===== config.mk =====
export PLATFORM = sky130hd
export DESIGN_NAME = hia_ctrl
export DESIGN_NICKNAME = d
export VERILOG_FILES = /design/src/rtl/hia_pkg.sv /design/src/rtl/hia_ctrl.sv
export SDC_FILE = /design/constraint.sdc
export NUM_CORES = 1
export LEC_CHECK = 0
export BUFFER_PORTS_ARGS = -buffer_cell sky130_fd_sc_hd__buf_2
export CORE_ASPECT_RATIO = 0.8
export CORE_MARGIN = 5
export CORE_UTILIZATION = 25
export DETAILED_ROUTE_END_ITERATION = 10
export GPL_TIMING_DRIVEN = 0
export PLACE_DENSITY_LB_ADDON = 0.25
export SYNTH_ARGS = -nofsm -noshare
export SYNTH_HDL_FRONTEND = slang
export SYNTH_SLANG_ARGS = --single-unit

===== constraint.sdc =====
create_clock -name clk -period 2.5 [get_ports clk]
set_input_delay 0.375 -clock clk [delete_from_list [all_inputs] [get_ports clk]]
set_output_delay 0.375 -clock clk [all_outputs]
set_load 0.1 [all_outputs]

===== src/rtl/hia_pkg.sv =====
// ----------------------------------------------------------------------------
// hia_pkg
// Shared constants, operation codes and controller/datapath interface types
// for the hierarchical id allocator.
// ----------------------------------------------------------------------------
`default_nettype none

package hia_pkg;

  localparam int TREE_LEVELS   = 4;
  localparam int ID_BITS_DEF   = 16;
  localparam int DATA_BITS_DEF = 32;

  localparam logic [1:0] KIND_INSERT  = 2'd0;
  localparam logic [1:0] KIND_REPLACE = 2'd1;
  localparam logic [1:0] KIND_GET     = 2'd2;

  typedef struct packed {
    logic clear;
    logic start;
    logic top;
    logic walk_rd;
    logic walk_wt;
    logic path_rd;
    logic path_wt;
    logic store;
    logic mark;
    logic load;
  } cmd_t;

  typedef struct packed {
    logic [1:0] kind;
    logic       clr_last;
    logic       top_full;
    logic       lv_zero;
    logic       used;
    logic       mark_more;
    logic       rsp_busy;
  } sts_t;

endpackage

`default_nettype wire


===== src/rtl/hia_ctrl.sv =====
// ----------------------------------------------------------------------------
// hia_ctrl
// Sequencer: clearing pass, tree walk, path read, slot store, fullness
// propagation and result hand-off.
// ----------------------------------------------------------------------------
`default_nettype none

module hia_ctrl (
  input  wire logic          clk,
  input  wire logic          rst,
  input  wire logic          req_valid,
  output logic               req_stall,
  input  wire logic [1:0]    kind,
  input  wire hia_pkg::sts_t sts,
  output hia_pkg::cmd_t      cmd
);

  import hia_pkg::*;

  typedef enum logic [9:0] {
    S_CLEAR = 10'b0000000001,
    S_IDLE  = 10'b0000000010,
    S_TOP   = 10'b0000000100,
    S_WRD   = 10'b0000001000,
    S_WWT   = 10'b0000010000,
    S_PRD   = 10'b0000100000,
    S_PWT   = 10'b0001000000,
    S_STORE = 10'b0010000000,
    S_MARK  = 10'b0100000000,
    S_FIN   = 10'b1000000000
  } state_t;

  state_t state, state_next;

  always_ff @(posedge clk) begin
    if (rst) begin
      state <= S_CLEAR;
    end else begin
      state <= state_next;
    end
  end

  assign req_stall = (state != S_IDLE);

  always_comb begin
    cmd        = '0;
    state_next = state;
    case (state)
      S_CLEAR: begin
        cmd.clear = 1'b1;
        if (sts.clr_last) state_next = S_IDLE;
      end
      S_IDLE: begin
        if (req_valid) begin
          cmd.start = 1'b1;
          case (kind)
            KIND_INSERT:            state_next = S_TOP;
            KIND_REPLACE, KIND_GET: state_next = S_PRD;
            default:                state_next = S_FIN;
          endcase
        end
      end
      S_TOP: begin
        cmd.top    = 1'b1;
        state_next = sts.top_full ? S_FIN : S_WRD;
      end
      S_WRD: begin
        cmd.walk_rd = 1'b1;
        state_next  = S_WWT;
      end
      S_WWT: begin
        cmd.walk_wt = 1'b1;
        state_next  = sts.lv_zero ? S_STORE : S_WRD;
      end
      S_PRD: begin
        cmd.path_rd = 1'b1;
        state_next  = S_PWT;
      end
      S_PWT: begin
        cmd.path_wt = 1'b1;
        state_next  = (sts.kind == KIND_GET) ? S_FIN : S_STORE;
      end
      S_STORE: begin
        cmd.store  = 1'b1;
        state_next = (sts.kind == KIND_REPLACE && sts.used) ? S_FIN : S_MARK;
      end
      S_MARK: begin
        cmd.mark   = 1'b1;
        state_next = sts.mark_more ? S_MARK : S_FIN;
      end
      S_FIN: begin
        if (!sts.rsp_busy) begin
          cmd.load   = 1'b1;
          state_next = S_IDLE;
        end
      end
      default: state_next = S_CLEAR;
    endcase
  end

endmodule

`default_nettype wire


==> metrics.md <==
| Metric | Value |
|---|---|
| Clock skew | 0.00433 ns |
| NumNets Final | 131 |
| Yosys top cell area share | 0.275 |
| CP max-delay cell | or4_4 |
| Vias in the first global route | 764 |
| IO Count | 24 |
| Slew margin rel. | 0.674 |
| Synth Net Count | 103 |
| CTS tree | built |
| Inserted Clock Buffers | 3 |
| Global-route wire length before repair | 3500 microns |
| H-tree depth | 1 |
| Synth area leaders | dfxtp_1 (27%), inv_1 (4.1%), nor2_1 (3.6%) |
| Fin cells | 153 |
| Largest net degree at the start of global routing | 10 |
| Sequential area share after synthesis | 0.275 |
| Area of the mapped netlist | 728 sq um |
| Fin crit share | 0.955 |
| Worst path cell trace | or4_4 > nor4_2 > buf_2 |
| Residual DRC count | 0 |
| Reg-to-reg setup timing slack | 0.70 ns |
| Pins Over Slew Limit | 0 |
| Mapped Avg Cell Area | 8.27 sq um |
| Hold path start | rst |
| # setup viols final | 0 |
| CTS root buf | clkbuf_8 |
| Fin util | 0.354 |
| Commonest non-fill, non-tap cell in the layout | buf_2 |
| MaxCap Viol Count | 0 |
| HPWL after detailed placement | 1650 microns |
| RSZ-0062 raised after global routing | false |
| Worst r2r src | state[1] |
| WL final | 2070 microns |
| Status | finished, final reports clean |
| CP max FO | 9 |
| Transition time at the pin with the least slew margin | 0.493 ns |
| Mapped Cells | 88 |
| Yosys reg bits | 10 |
| Cts hold-fix bufs | 0 |
| Synth Area in XOR/XNOR | 0.0120 |
| Worst VDD drop | 186 uV |
| Via count | 787 |
| Die width | 70.3 microns |
| Placed insts | 149 |
| Net Sw Frac | 0.375 |
| Fin. Hold Viols | 0 |
| Share of total power in the clock network | 0.351 |
| Buffers on Ports | 23 |
| Clk_lat worst skew | 0.24 ns |
| Die area | 0.00410 sq mm |
| Placement-stage cell area | 917 sq um |
| Complex-gate fraction of the synthesized area | 0.146 |
| Mux cell area share after synthesis | 0 |
| Adder-cell share of the synthesized area | 0.0498 |
| Number of flip-flops under the largest register name | 10 |
| Post-CTS setup buffer count | 0 |
| Arr. time, crit path | 2.01 ns |
| Simple-gate share of the synthesized area | 0.460 |
| Worst-path clk slew | 0.05 ns |
| Initial antenna violation count | 0 |
| Post-route cell area | 986 sq um |
| Top achievable clock speed | 419 MHz |
| Crit path launch type | flip-flop |
| Power share of the sequential group | 0.312 |
| Most frequent cells in the layout | buf_2 (20), dfxtp_1 (10), inv_1 (8) |
| Reg2reg end | state[0] |
| Die Height | 58.3 microns |
| # rows | 17 |
| Area Overhead vs Synth | 35.4% |
| Tmin final | 2.39 ns |
| Fillers | 299 |
| Worst setup EP type | primary output |
| Reg2Reg Depth | 4 |
| Pint | 0.368 mW |
| Ant diodes | 0 |
| Netlist cell types | 41 |
| Cell Pwr Density | 597 mW/mm^2 |
| CP max stage delay | 0.61 ns |
| Routed length per instance | 13.5 microns |
| # clock sinks | 10 |
| Initial DRC count | 47 |
| Hold Crit Depth | 2 |
| Share of layout cells above drive strength 1 | 0.339 |
| ANT nets after route | 0 |
| Hold WC Path Type | input pin to flip-flop |
| Largest family of logic cells by synthesized area | simple AND/OR/NAND/NOR gates |
| Power share of the combinational group | 0.337 |
| Biggest regs | state x10 |
| Leak Pwr | 0.427 nW |
| Grt total ovfl | 0 |
| Hold path endpoint | state[6] |
| Most flops, register | state |
| Initial Util | 0.261 |
| Cell taking the most area after synthesis | dfxtp_1 |
| WP data required | 2.12 ns |
| Drt first pass iters | 4 |
| GRT Resource Usage Total | 0.109 |
| Sw power | 0.221 mW |
| Clk buf depth | 2 |
| Synth warnings | 0 |
| Vias per inst | 5.14 |
| CORE AREA | 0.00279 sq mm |
| RePlAce Congestion | 0.717 |
| Crit Path Category | flip-flop to primary output |
[kinds of logic (layout without fill, tap and decap cells)]
kind of cell	after synthesis	count (layout)
buffers and inverters	9	36
adder cells (fa/ha/maj)	3	3
AND/OR/NAND/NOR	51	51
XOR/XNOR	1	1
AO/OA/AOI/OAI	14	14
flip-flops	10	10
[cell usage after synthesis]
| library cell | number |
|---|---|
| buf_6 | 1 |
| maj3_2 | 1 |
| a32oi_1 | 1 |
| and2_1 | 3 |
| dfxtp_1 | 10 |
| nand3_1 | 1 |
| o21ai_0 | 1 |
| a31oi_1 | 1 |
| nor4b_1 | 2 |
| inv_1 | 8 |
| a21o_1 | 1 |
| a21oi_1 | 1 |
| and4_1 | 2 |
| and4b_1 | 2 |
| nand2b_1 | 4 |
| o32ai_1 | 1 |
| a222oi_1 | 1 |
| xnor2_1 | 1 |
| nor4_1 | 3 |
| o31ai_1 | 1 |
| and3_1 | 3 |
| or4_4 | 1 |
| nor3_1 | 3 |
| nor2b_1 | 2 |
| nor2_1 | 7 |
| nor3b_1 | 2 |
| a22oi_1 | 2 |
| nand3b_1 | 2 |
| o311ai_0 | 1 |
| o22ai_1 | 1 |
| or4_1 | 1 |
| ha_1 | 2 |
| or3_1 | 1 |
| nand2_1 | 5 |
| nor4_2 | 1 |
| or2_2 | 2 |
| a22o_1 | 1 |
| nand4_1 | 2 |
| and2b_1 | 1 |
| nor4_4 | 1 |
| a311oi_1 | 1 |
[power groups by stage]
stage	sequential, mW	combinational (mW)	clock (mW)
CTS	0.182	0.197	0.210
floorplan	0.181	0.155	0
global route	0.186	0.217	0.222
global placement	0.185	0.194	0
finish	0.184	0.198	0.207
detailed placement	0.185	0.196	0
[layer usage]
metal | vias to the layer above | global-route usage | routed length [microns]
met1 | 368 | 0.146 | 1000
met5 | - | 0 | 0
met3 | 5 | 0.0416 | 121
li1 | 390 | - | -
met4 | 0 | 0.0328 | 23
met2 | 24 | 0.164 | 926
[worst max path at each step]
stage / to / from / slack, ns
after floorplan: state[7] / state[2] / -0.59
after global placement: cmd[4] / state[2] / 0.20
after detailed placement: cmd[4] / state[2] / 0.23
after CTS: cmd[8] / state[6] / 0.06
after global routing: cmd[3] / state[1] / 0.002
final: cmd[3] / state[1] / 0.11
[critical path: cells and delay by family, from the launching register on]
kind / cells / cell delay (ns)
simple gates: 2 / 0.89
buf+inv: 1 / 0.48
flops: 1 / 0.40
[timing repair]
| item | in CTS | in global routing |
|---|---|---|
| gates resized for setup | 1 | 3 |
| setup endpoints to repair | 1 | 3 |
| gates cloned | 0 | 0 |
[final cells by class]
cell class	instances	area, sq um	area share
Multi-Input combinational cell	69	519	0.527
Clock buffer	4	55.1	0.0558
Buffer	1	11.3	0.0114
Inverter	8	30.0	0.0305
Sequential cell	10	200	0.203
Tap cell	38	47.5	0.0482
Timing Repair Buffer	23	123	0.124
[per-stage QoR]
step / setup TNS (ns) / worst slack, ns / hold slack [ns] / power, mW
final: 0 / 0.113 / 0.416 / 0.589
after CTS: 0 / 0.0582 / 0.414 / 0.589
after floorplan: -2.32 / -0.590 / 0.447 / 0.336
after detailed placement: 0 / 0.229 / 0.656 / 0.381
after global placement: 0 / 0.198 / 0.643 / 0.380
after global routing: 0 / 0.00234 / 0.431 / 0.626
Power figures use the tool's default switching activity.
